--- src/rtl/lms_pkg.sv ---
`timescale 1ns / 1ps
`default_nettype none

package lms_pkg;

  // field and storage widths
  localparam int OP_W    = 2;
  localparam int ADC_W   = 14;
  localparam int NOISE_W = 12;
  localparam int DAC_W   = 14;
  localparam int STEP_W  = 16;
  localparam int W_W     = 24;   // weight, signed q1.23
  localparam int X_W     = 12;   // excitation, signed q.15 in 12 bits, always within +-1638

  localparam logic [STEP_W-1:0] STEP_RESET = 16'd1049;

  // op codes, readout is decoded by the high bit
  localparam logic [OP_W-1:0] OP_ADAPT = 2'd0;
  localparam int OP_READ_BIT = 1;

  // excitation: floor((noise*8 + 3621) / 10) - 2000, division by reciprocal
  localparam logic [15:0]       EXC_BIAS  = 16'd3621;
  localparam logic [STEP_W:0]   RECIP_10  = 17'd52429;
  localparam int                RECIP_SH  = 19;
  localparam int                X_OFFSET  = 2000;

  localparam int DAC_MID = 8192;
  localparam int DAC_MAX = 16383;

  typedef enum logic [3:0] {
    ST_IDLE,
    ST_EXC,
    ST_LDX,
    ST_MAC,
    ST_ERR,
    ST_SEM,
    ST_SEL,
    ST_UPD,
    ST_SHIFT,
    ST_CLR,
    ST_RD,
    ST_FIN
  } state_t;

endpackage

`default_nettype wire

--- src/rtl/lms_system_identifier.sv ---
// adapt, clear and readout items are handled one at a time: a new item is taken
//   only in the idle state, which the sequencer re-enters when the result is
//   registered in the output register
// the single shared multiplier serves one pass over the taps for the estimate
//   and one for the weight update, one tap per cycle
// synchronous active-high reset zeroes weights, delay line and readout pointer
//   and loads step_size with 1049; no clearing pass is needed
`timescale 1ns / 1ps
`default_nettype none

module lms_system_identifier
  import lms_pkg::*;
#(
  parameter int TAPS = 50
) (
  input  wire logic               clk,
  input  wire logic               rst,
  // step size register
  input  wire logic               step_size_we,
  input  wire logic [STEP_W-1:0]  step_size_data,
  // input items
  input  wire logic               in_valid,
  output logic                    in_stall,
  input  wire logic [OP_W-1:0]    op,
  input  wire logic [ADC_W-1:0]   adc_code,
  input  wire logic [NOISE_W-1:0] noise_code,
  // result items
  output logic                    out_valid,
  input  wire logic               out_stall,
  output logic [DAC_W-1:0]        dac_code
);

  // counter runs 0..TAPS over a pass, pointer 0..TAPS-1
  localparam int CNT_W  = $clog2(TAPS + 1);
  localparam int PTR_W  = $clog2(TAPS);
  // w*x product and the estimate sum
  localparam int PROD_W = W_W + X_W;
  localparam int ACC_W  = PROD_W + $clog2(TAPS);
  // adc value scaled to q.38 needs 39 bits signed
  localparam int ADC_SH = 25;
  localparam int ADC_TW = ADC_W + ADC_SH;
  localparam int EF_W   = ((ACC_W > ADC_TW) ? ACC_W : ADC_TW) + 1;
  localparam int E_W    = EF_W - 14;
  // shared multiplier operands
  localparam int MB_W   = STEP_W + 1;
  localparam int SE_W   = E_W + MB_W;
  localparam int MA_W   = SE_W;
  localparam int P_W    = MA_W + MB_W;
  // weight increment after the 2^-35 rounding
  localparam int DL_W   = P_W - 34;
  localparam int SUM_W  = DL_W + 1;
  localparam int WD_W   = W_W - 8;

  state_t state, state_next;

  logic [CNT_W-1:0]   cnt;
  logic [PTR_W-1:0]   ptr;
  logic [STEP_W-1:0]  step;
  logic [OP_W-1:0]    op_q;
  logic [ADC_W-1:0]   adc_q;
  logic [NOISE_W-1:0] noise_q;
  logic [DAC_W-1:0]   res_q;

  // weights and delay line live in two rings; a pass rotates them once so the
  // current tap always sits at position 0
  logic signed [W_W-1:0] wring [TAPS];
  logic signed [X_W-1:0] xring [TAPS];

  logic signed [MA_W-1:0]  mul_a;
  logic signed [MB_W-1:0]  mul_b;
  logic signed [P_W-1:0]   prod_q;
  logic signed [ACC_W-1:0] acc;
  logic signed [E_W-1:0]   err;
  logic signed [SE_W-1:0]  se;

  // control from the output decoder
  logic rot_x, rot_w, upd_sel, clr_w, shift_x, load_x0, fin_ok, last;

  // ---------------------------------------------------------------------------
  // datapath helpers
  // ---------------------------------------------------------------------------

  // excitation offset value before the reciprocal multiply
  logic [15:0] exc_d;
  assign exc_d = {1'b0, noise_q, 3'b000} + EXC_BIAS;

  // quotient from the product, then remove the offset
  logic signed [X_W:0]   x0_w;
  logic signed [X_W-1:0] x0;
  assign x0_w = $signed({1'b0, prod_q[RECIP_SH +: X_W]}) - (X_W + 1)'(X_OFFSET);
  assign x0   = x0_w[X_W-1:0];

  // excitation dac code: mid + round(x0/4), never near the rails
  logic signed [X_W:0]   xr;
  logic [DAC_W-1:0]      exc_dac;
  assign xr      = $signed({x0[X_W-1], x0}) + (X_W + 1)'(2);
  assign exc_dac = DAC_W'($signed({{(DAC_W - X_W + 1){xr[X_W]}}, xr[X_W:2]}))
                   + DAC_W'(DAC_MID);

  // weight dac code: mid + round(w/1024), saturated
  logic signed [W_W:0]   wr;
  logic signed [WD_W-1:0] wd;
  logic [DAC_W-1:0]      w_dac;
  assign wr = $signed({wring[0][W_W-1], wring[0]}) + (W_W + 1)'(512);
  assign wd = $signed({wr[W_W], wr[W_W:10]}) + WD_W'(DAC_MID);
  always_comb begin
    if (wd < 0) begin
      w_dac = '0;
    end else if (wd > WD_W'(DAC_MAX)) begin
      w_dac = DAC_W'(DAC_MAX);
    end else begin
      w_dac = wd[DAC_W-1:0];
    end
  end

  // error: adc*2^25 - estimate in q.38, rounded to q.23
  logic signed [EF_W-1:0] adc_term;
  logic signed [EF_W-1:0] ef;
  logic signed [EF_W:0]   ef_r;
  assign adc_term = $signed({{(EF_W - ADC_TW){~adc_q[ADC_W-1]}}, ~adc_q[ADC_W-1],
                             adc_q[ADC_W-2:0], {ADC_SH{1'b0}}});
  assign ef   = adc_term - $signed({{(EF_W - ACC_W){acc[ACC_W-1]}}, acc});
  assign ef_r = $signed({ef[EF_W-1], ef}) + $signed({{(EF_W - 14){1'b0}}, 1'b1, 14'd0});

  // weight update: w + round(step*e*x / 2^35), saturated to q1.23
  logic signed [P_W:0]    p_rnd;
  logic signed [DL_W-1:0] delta;
  logic signed [SUM_W-1:0] w_sum;
  logic signed [W_W-1:0]  w_upd;
  logic                   w_ovf;
  assign p_rnd = $signed({prod_q[P_W-1], prod_q})
                 + $signed({{(P_W - 34){1'b0}}, 1'b1, 34'd0});
  assign delta = p_rnd[P_W:35];
  assign w_sum = $signed({delta[DL_W-1], delta})
                 + $signed({{(SUM_W - W_W){wring[0][W_W-1]}}, wring[0]});
  assign w_ovf = !((&w_sum[SUM_W-1:W_W-1]) || !(|w_sum[SUM_W-1:W_W-1]));
  always_comb begin
    if (w_ovf) begin
      w_upd = w_sum[SUM_W-1] ? $signed({1'b1, {(W_W - 1){1'b0}}})
                             : $signed({1'b0, {(W_W - 1){1'b1}}});
    end else begin
      w_upd = w_sum[W_W-1:0];
    end
  end

  logic signed [W_W-1:0] w_tail;
  assign w_tail = upd_sel ? w_upd : wring[0];

  // ---------------------------------------------------------------------------
  // sequencer: next state
  // ---------------------------------------------------------------------------

  assign last = (cnt == CNT_W'(TAPS));

  always_comb begin
    state_next = state;
    unique case (state)
      ST_IDLE: begin
        if (in_valid) begin
          state_next = op[OP_READ_BIT] ? ST_RD : ST_EXC;
        end
      end
      ST_EXC:   state_next = ST_LDX;
      ST_LDX:   state_next = (op_q == OP_ADAPT) ? ST_MAC : ST_CLR;
      ST_MAC:   if (last) state_next = ST_ERR;
      ST_ERR:   state_next = ST_SEM;
      ST_SEM:   state_next = ST_SEL;
      ST_SEL:   state_next = ST_UPD;
      ST_UPD:   if (last) state_next = ST_SHIFT;
      ST_SHIFT: state_next = ST_FIN;
      ST_CLR:   state_next = ST_FIN;
      ST_RD:    if (cnt == CNT_W'(TAPS - 1)) state_next = ST_FIN;
      ST_FIN:   if (fin_ok) state_next = ST_IDLE;
      default:  state_next = ST_IDLE;
    endcase
  end

  // ---------------------------------------------------------------------------
  // sequencer: outputs and shared multiplier operand select
  // ---------------------------------------------------------------------------

  assign fin_ok = !out_valid || !out_stall;

  always_comb begin
    in_stall = 1'b1;
    rot_x    = 1'b0;
    rot_w    = 1'b0;
    upd_sel  = 1'b0;
    clr_w    = 1'b0;
    shift_x  = 1'b0;
    load_x0  = 1'b0;
    mul_a    = '0;
    mul_b    = '0;
    unique case (state)
      ST_IDLE: in_stall = 1'b0;
      ST_EXC: begin
        // divide by ten through the reciprocal
        mul_a = $signed({{(MA_W - 16){1'b0}}, exc_d});
        mul_b = $signed(RECIP_10);
      end
      ST_LDX: load_x0 = 1'b1;
      ST_MAC: begin
        rot_x = !last;
        rot_w = !last;
        mul_a = $signed({{(MA_W - W_W){wring[0][W_W-1]}}, wring[0]});
        mul_b = $signed({{(MB_W - X_W){xring[0][X_W-1]}}, xring[0]});
      end
      ST_SEM: begin
        mul_a = $signed({{(MA_W - E_W){err[E_W-1]}}, err});
        mul_b = $signed({1'b0, step});
      end
      ST_UPD: begin
        // x ring runs one tap ahead of the weight ring
        rot_x   = !last;
        rot_w   = (cnt != '0);
        upd_sel = 1'b1;
        mul_a   = se;
        mul_b   = $signed({{(MB_W - X_W){xring[0][X_W-1]}}, xring[0]});
      end
      ST_SHIFT: shift_x = 1'b1;
      ST_CLR: begin
        clr_w   = 1'b1;
        shift_x = 1'b1;
      end
      ST_RD:    rot_w = 1'b1;
      ST_ERR, ST_SEL, ST_FIN: begin
      end
      default: begin
      end
    endcase
  end

  // ---------------------------------------------------------------------------
  // registers
  // ---------------------------------------------------------------------------

  always_ff @(posedge clk) begin
    if (rst) begin
      state <= ST_IDLE;
      cnt   <= '0;
      ptr   <= '0;
      step  <= STEP_RESET;
    end else begin
      state <= state_next;
      if (state_next != state) begin
        cnt <= '0;
      end else if (state == ST_MAC || state == ST_UPD || state == ST_RD) begin
        cnt <= cnt + CNT_W'(1);
      end
      if (step_size_we) begin
        step <= step_size_data;
      end
      // readout pointer steps before the weight is picked
      if (state == ST_IDLE && in_valid && op[OP_READ_BIT]) begin
        ptr <= (ptr == PTR_W'(TAPS - 1)) ? '0 : ptr + PTR_W'(1);
      end
    end
  end

  // shared multiplier, registered product
  always_ff @(posedge clk) begin
    prod_q <= mul_a * mul_b;
  end

  // item capture and per-item working registers
  always_ff @(posedge clk) begin
    if (state == ST_IDLE && in_valid) begin
      op_q    <= op;
      adc_q   <= adc_code;
      noise_q <= noise_code;
    end
    if (load_x0) begin
      acc   <= '0;
      res_q <= exc_dac;
    end else if (state == ST_MAC && cnt != '0) begin
      acc <= acc + $signed({{(ACC_W - PROD_W){prod_q[PROD_W-1]}}, prod_q[PROD_W-1:0]});
    end
    if (state == ST_RD && cnt == CNT_W'(ptr)) begin
      res_q <= w_dac;
    end
    if (state == ST_ERR) begin
      err <= ef_r[EF_W:15];
    end
    if (state == ST_SEL) begin
      se <= prod_q[SE_W-1:0];
    end
  end

  // weight and delay rings
  always_ff @(posedge clk) begin
    if (rst) begin
      for (int k = 0; k < TAPS; k++) begin
        wring[k] <= '0;
        xring[k] <= '0;
      end
    end else begin
      if (clr_w) begin
        for (int k = 0; k < TAPS; k++) begin
          wring[k] <= '0;
        end
      end else if (rot_w) begin
        for (int k = 0; k < TAPS - 1; k++) begin
          wring[k] <= wring[k+1];
        end
        wring[TAPS-1] <= w_tail;
      end
      if (load_x0) begin
        xring[0] <= x0;
      end else if (rot_x) begin
        for (int k = 0; k < TAPS - 1; k++) begin
          xring[k] <= xring[k+1];
        end
        xring[TAPS-1] <= xring[0];
      end else if (shift_x) begin
        // head keeps its value, it is rewritten by the next excitation
        for (int k = 1; k < TAPS; k++) begin
          xring[k] <= xring[k-1];
        end
      end
    end
  end

  // output register, frees the sequencer while a result waits
  always_ff @(posedge clk) begin
    if (rst) begin
      out_valid <= 1'b0;
    end else if (state == ST_FIN && fin_ok) begin
      out_valid <= 1'b1;
    end else if (!out_stall) begin
      out_valid <= 1'b0;
    end
  end

  always_ff @(posedge clk) begin
    if (state == ST_FIN && fin_ok) begin
      dac_code <= res_q;
    end
  end

  // ---------------------------------------------------------------------------
  // assertions
  // ---------------------------------------------------------------------------

  a_accept_starts: assert property (@(posedge clk) disable iff (rst)
    in_valid && !in_stall |=> state != ST_IDLE)
    else $error("accepted item did not start the sequencer");

  a_fin_delivers: assert property (@(posedge clk) disable iff (rst)
    state == ST_FIN && fin_ok |=> out_valid && state == ST_IDLE)
    else $error("finished item not moved to the output register");

  a_cnt_range: assert property (@(posedge clk) disable iff (rst)
    cnt <= CNT_W'(TAPS))
    else $error("tap counter out of range");

  a_ptr_range: assert property (@(posedge clk) disable iff (rst)
    ptr <= PTR_W'(TAPS - 1))
    else $error("readout pointer out of range");

endmodule

`default_nettype wire
--- config.mk ---
export PLATFORM = sky130hd
export DESIGN_NAME = lms_system_identifier
export DESIGN_NICKNAME = d
export VERILOG_FILES = /design/src/rtl/lms_pkg.sv /design/src/rtl/lms_system_identifier.sv
export SDC_FILE = /design/constraint.sdc
export NUM_CORES = 2
export LEC_CHECK = 0
export BUFFER_PORTS_ARGS = -buffer_cell sky130_fd_sc_hd__buf_4
export CELL_PAD_IN_SITES_DETAIL_PLACEMENT = 1
export CELL_PAD_IN_SITES_GLOBAL_PLACEMENT = 1
export CORE_MARGIN = 8
export CORE_UTILIZATION = 48
export CTS_BUF_LIST = sky130_fd_sc_hd__clkbuf_4 sky130_fd_sc_hd__clkbuf_8 sky130_fd_sc_hd__clkbuf_16
export CTS_CLUSTER_DIAMETER = 80
export CTS_CLUSTER_SIZE = 28
export DETAILED_ROUTE_END_ITERATION = 10
export PLACE_DENSITY_LB_ADDON = 0.1
export SYNTH_ARGS = -nofsm -noshare
export SYNTH_HDL_FRONTEND = slang
export SYNTH_SLANG_ARGS = --single-unit
--- constraint.sdc ---
create_clock -name clk -period 26.7 [get_ports clk]
set_clock_uncertainty 0.1 [all_clocks]
set_input_delay 8.01 -clock clk [delete_from_list [all_inputs] [get_ports clk]]
set_output_delay 8.01 -clock clk [all_outputs]
set_load 0.05 [all_outputs]
# == Word level (Yosys, flattened, before mapping) ==
# Memories as Yosys holds them, arrays and structs flattened.
# Cells that the tools add are included.
# totals
ram_bits,1800
out_inout_bits,16
input_bits,49
reg_bits,269
word_cells,520
n_memories,2
# memory_table
name,depth,width,rd,rd_ports_with_merged_regs,write_ports,line,text
wring,50,24,50,0,50,lms_system_identifier.sv:66,logic signed [W_W-1:0] wring [TAPS];
xring,50,12,50,0,50,lms_system_identifier.sv:67,logic signed [X_W-1:0] xring [TAPS];
# op_classes
n_addsub,13
multipliers,1
n_lt_le_gt_ge,2
eq_ne,17
n_mux,248
reduce_logical,22
bitwise_logic,201
# ops
cell,count
2-to-1 mux 24 bit,103
2-to-1 mux 12 bit,100
OR 1 bit,200
one-hot mux 46 bit (4 select lines),1
"adder 63 x 36 -> 64 bit, second input constant",1
multiplier 46 x 17 -> 63 bit,1
2-to-1 mux 14 bit,4
one-hot mux 17 bit (3 select lines),1
"adder 43 x 16 -> 44 bit, second input constant",1
one-hot mux 4 bit (11 select lines),1
subtractor 39 x 42 -> 43 bit,1
adder 42 x 36 -> 42 bit,1
adder 29 x 24 -> 30 bit,1
2-to-1 mux 1 bit,29
2-to-1 mux 4 bit,7
"adder 24 x 11 -> 25 bit, second input constant",1
"== test 6 bit, second input constant",3
"adder 15 x 12 -> 16 bit, second input constant",1
"adder 15 x 15 -> 16 bit, second input constant",1
"== test 4 x 3 -> 1 bit, second input constant",4
"== test 4 bit, second input constant",4
"greater-than comparator 16 x 15 -> 1 bit, second input constant",1
"less-than comparator 16 x 1 -> 1 bit, second input constant",1
"adder 11 x 14 -> 14 bit, second input constant",1
other kinds (21),35

# == Depth between registers and ports, before layout ==
# depth
ltp_word,9
depth_mapped,32
mapped_depth_nobuf,29

# == Worst setup path before layout ==
# No wires, ideal clock.
# synth_path
path_type,input-to-reg
startpoint,in rst
endpoint,"mem wring[4][4], in the netlist wring[0][100] (enable)"
n_path_buf,3
t_arrival_ns,20.872
path_slack_ns,0.531
cell_stages,5
t_required_ns,21.403
setup_ns,5.197
cell_sequence,clkbuf_1 -> nor2b_1 -> clkbuf_1 -> clkbuf_1 -> nand2_1
# synth_rtl
element,line,text
"start, declared",lms_system_identifier.sv:17,"input wire logic rst,"
"end, declared",lms_system_identifier.sv:66,

==> impl_metrics.yaml <==
run:
  drv_cap: 0
grt:
  grt_max_degree: 252
  grt_pass1_vias: 68100
  overflow: 0
  grt_usage_pct: 21.4
  antenna_found_initial: 11
  grt_pass1_wl_mm: 410
drt:
  wl_mm: 262
  wl_per_cell_um: 22.7
  via_per_inst: 5.61
  dr.pass1.iters: 5
  vias: 64700
  first_iter_violations: 4886
  antenna_left: 0
  drc_errors: 0
worst_setup_path:
  path_class: "input port to flip-flop"
  arrival_ns: 12.87
  r2r_cells: 27
  end_kind: "flip-flop"
  r2r_setup_slack_ns: 16.32
  path_max_fanout: 145
  r2r_end: "prod_q[62]"
  critPathRequiredTime_ns: 27.24
  r2r_start: "state[2]"
  worst_setup_path_start_kind: "input port"
floorplan:
  rows: 175
  dieArea_um2: 244000
  placeableCoreArea_um2: 227000
  die_h_um: 493
  initial_core_util_pct: 48.2
  io_pins: 65
  die_w_um: 493
yosys:
  synth_area_um2: 109000
  synth.distinct_cells: 103
  syn_area_per_cell_um2: 12.7
  synth_edf_count: 1907
  synth_flop_cell: "edfxtp_1"
  yosysWarnings: 0
  seq_area_frac_synth_pct: 55.3
  ys_seq_elements: 2069
  synthCells: 8647
  syn-num-nets: 9672
  synthArstFlopShare_pct: 0
timing:
  slew_headroom_pct: 16.4
  hold_viol_final: 0
  fin_crit_sh_pct: 46.2
  setup_tns_ns: 0
  fin_crit_ns: 12.33
  tightest_slew_ns: 1.25
  rsz0062_at_grt: "false"
  max_freq_mhz: 81.1
  worst_slack_ns: 14.37
  report.final.slew_viol_count: 0
  setup_viol_count_final: 0
cts:
  htreeDepth: 3
  clockBufferDepth: 3
  cts_tree: "built"
  holdBufCountCts: 0
  tritoncts.num_buffers: 109
  cts_resized: 0
  cts_sinks: 2069
  cts-root-buf: "clkbuf_16"
  cts.clk_slew.worst_paths_ns: 0.10
  insertion_delay_ns: 0.81
  post_cts_buffers: 0
cells_and_area:
  stdcell_count: 11500
  area_growth_pct: 6.52
  final_cell_mix: "edfxtp_1, and2_1, inv_1, fa_1, nand2_1"
  final_core_util_pct: 51.3
  layout_commonest_cell: "edfxtp_1"
  final_nets: 9467
  final_layout_size_suffix_gt1_share_pct: 5.06
run_status:
  status: "completed"
min_path:
  hold_path.class: "flip-flop to flip-flop"
  hold_end: "dac_code[0]"
  hold_start: "res_q[0]"
  hold-path-cell-count: 0
place:
  post-place-ws_ns: 13.35
  io_buffer_count: 64
  dp_cells: 11300
  place_congestion: 0.902
  place_hpwl_mm: 181
power:
  power_uw: 8620
  power_density_nw_per_um2: 74.0
  ir_worst_vdd_mv: 0.0664
  p_leak_uw: 0.0453
==> kinds of logic (layout without fill, tap and decap cells) <==
family	Yosys count	after routing	synth area share, %
AND/OR/NAND/NOR	2740	2740	12.8
flip-flops	2069	2069	55.3
AO/OA/AOI/OAI	1343	1343	9.34
buffers and inverters	1291	1159	4.54
adder cells (fa/ha/maj)	976	976	16.2
XOR/XNOR	209	209	1.67
multiplexers	19	19	0.175
other	0	5	0
==> Yosys cell counts, drive strengths merged, types with 9 or more instances <==
| cell | n | area [um2] |
|---|---|---|
| o21ai | 148 | 744 |
| a221o | 10 | 101 |
| xnor2 | 136 | 1190 |
| nand2 | 678 | 2540 |
| a22o | 598 | 5240 |
| edfxtp | 1907 | 57300 |
| and2 | 1185 | 7410 |
| fa | 733 | 14700 |
| o211ai | 18 | 145 |
| dfxtp | 162 | 3240 |
| a21o | 83 | 633 |
| buf | 52 | 272 |
| a31oi | 16 | 115 |
| a211o | 9 | 78.8 |
| a21oi | 211 | 1070 |
| inv | 809 | 3040 |
| nand3 | 64 | 330 |
| o31ai | 12 | 90.1 |
| mux2i | 18 | 180 |
| nand2b | 30 | 188 |
| o21bai | 24 | 180 |
| o21a | 34 | 255 |
| a22oi | 49 | 368 |
| nor2b | 20 | 125 |
| nor2 | 574 | 2150 |
| a211oi | 26 | 205 |
| nor3 | 46 | 230 |
| and3 | 33 | 209 |
| ha | 243 | 3040 |
| clkbuf | 429 | 1650 |
| nor4 | 19 | 138 |
| or3 | 22 | 144 |
| nand4 | 34 | 213 |
| a221oi | 13 | 114 |
| o2111ai | 12 | 118 |
| xor2 | 73 | 639 |
==> final cells by class <==
class	count	area, um2
antenna	5	12.5
clock buffer	115	2790
clock inverter	69	991
fill	22700	110000
inverter	809	3040
multi-input combinational	5287	44100
sequential	2069	60500
tap	3009	3760
timing repair buffer	166	1320
==> routing by layer <==
layer  share of wire, %  vias up  global-route usage [%]
met5             0.0042        -                       0
met4                2.8        2                    5.35
met3                5.3      329                    3.44
met2                 44     1300                    32.0
met1                 48    33800                    32.8
li1                   -    29200                       -
==> sequential cells by signal, indices dropped and copies added (netlist names) <==
register,count
prod_q,63
wring,1200
cnt,6
se,46
out_valid,1
err,29
noise_q,12
adc_q,14
res_q,14
xring,600
acc,42
dac_code,14
step,16
op_q,2
ptr,6
state,4
==> stage by stage <==
stage	hold WS, ns	instance area, um2
6_report	0.289	117000
5_1_grt	0.299	117000
3_5_place_dp	0.306	113000
4_1_cts	0.285	117000
2_1_floorplan	0.300	109000
3_3_place_gp	0.308	113000
==> power breakdown <==
group          switching, uW  internal [uW]  leakage (uW)
registers                410           4560        0.0211
clock network           1150            843       0.00182
logic                   1200            462        0.0224
==> worst max-delay path, stage by stage <==
cell    delay, ns
buf_4        0.27
nor2_4       0.16
buf_4        0.81
buf_4        0.81
buf_4        0.62
buf_4        0.73
buf_4        0.93
and2_1       0.25
==> worst max-delay path by stage <==
stage,startpoint,endpoint,slack (ns),cells past startpoint
5_1_grt,rst,wring[0][195],13.69,8
4_1_cts,rst,wring[0][513],14.23,8
6_report,rst,wring[0][268],14.37,8
3_3_place_gp,rst,wring[0][743],13.45,8
3_5_place_dp,rst,wring[0][513],13.35,8
2_1_floorplan,rst,wring[0][100],0.53,5
(Power assumes the default switching activity.)
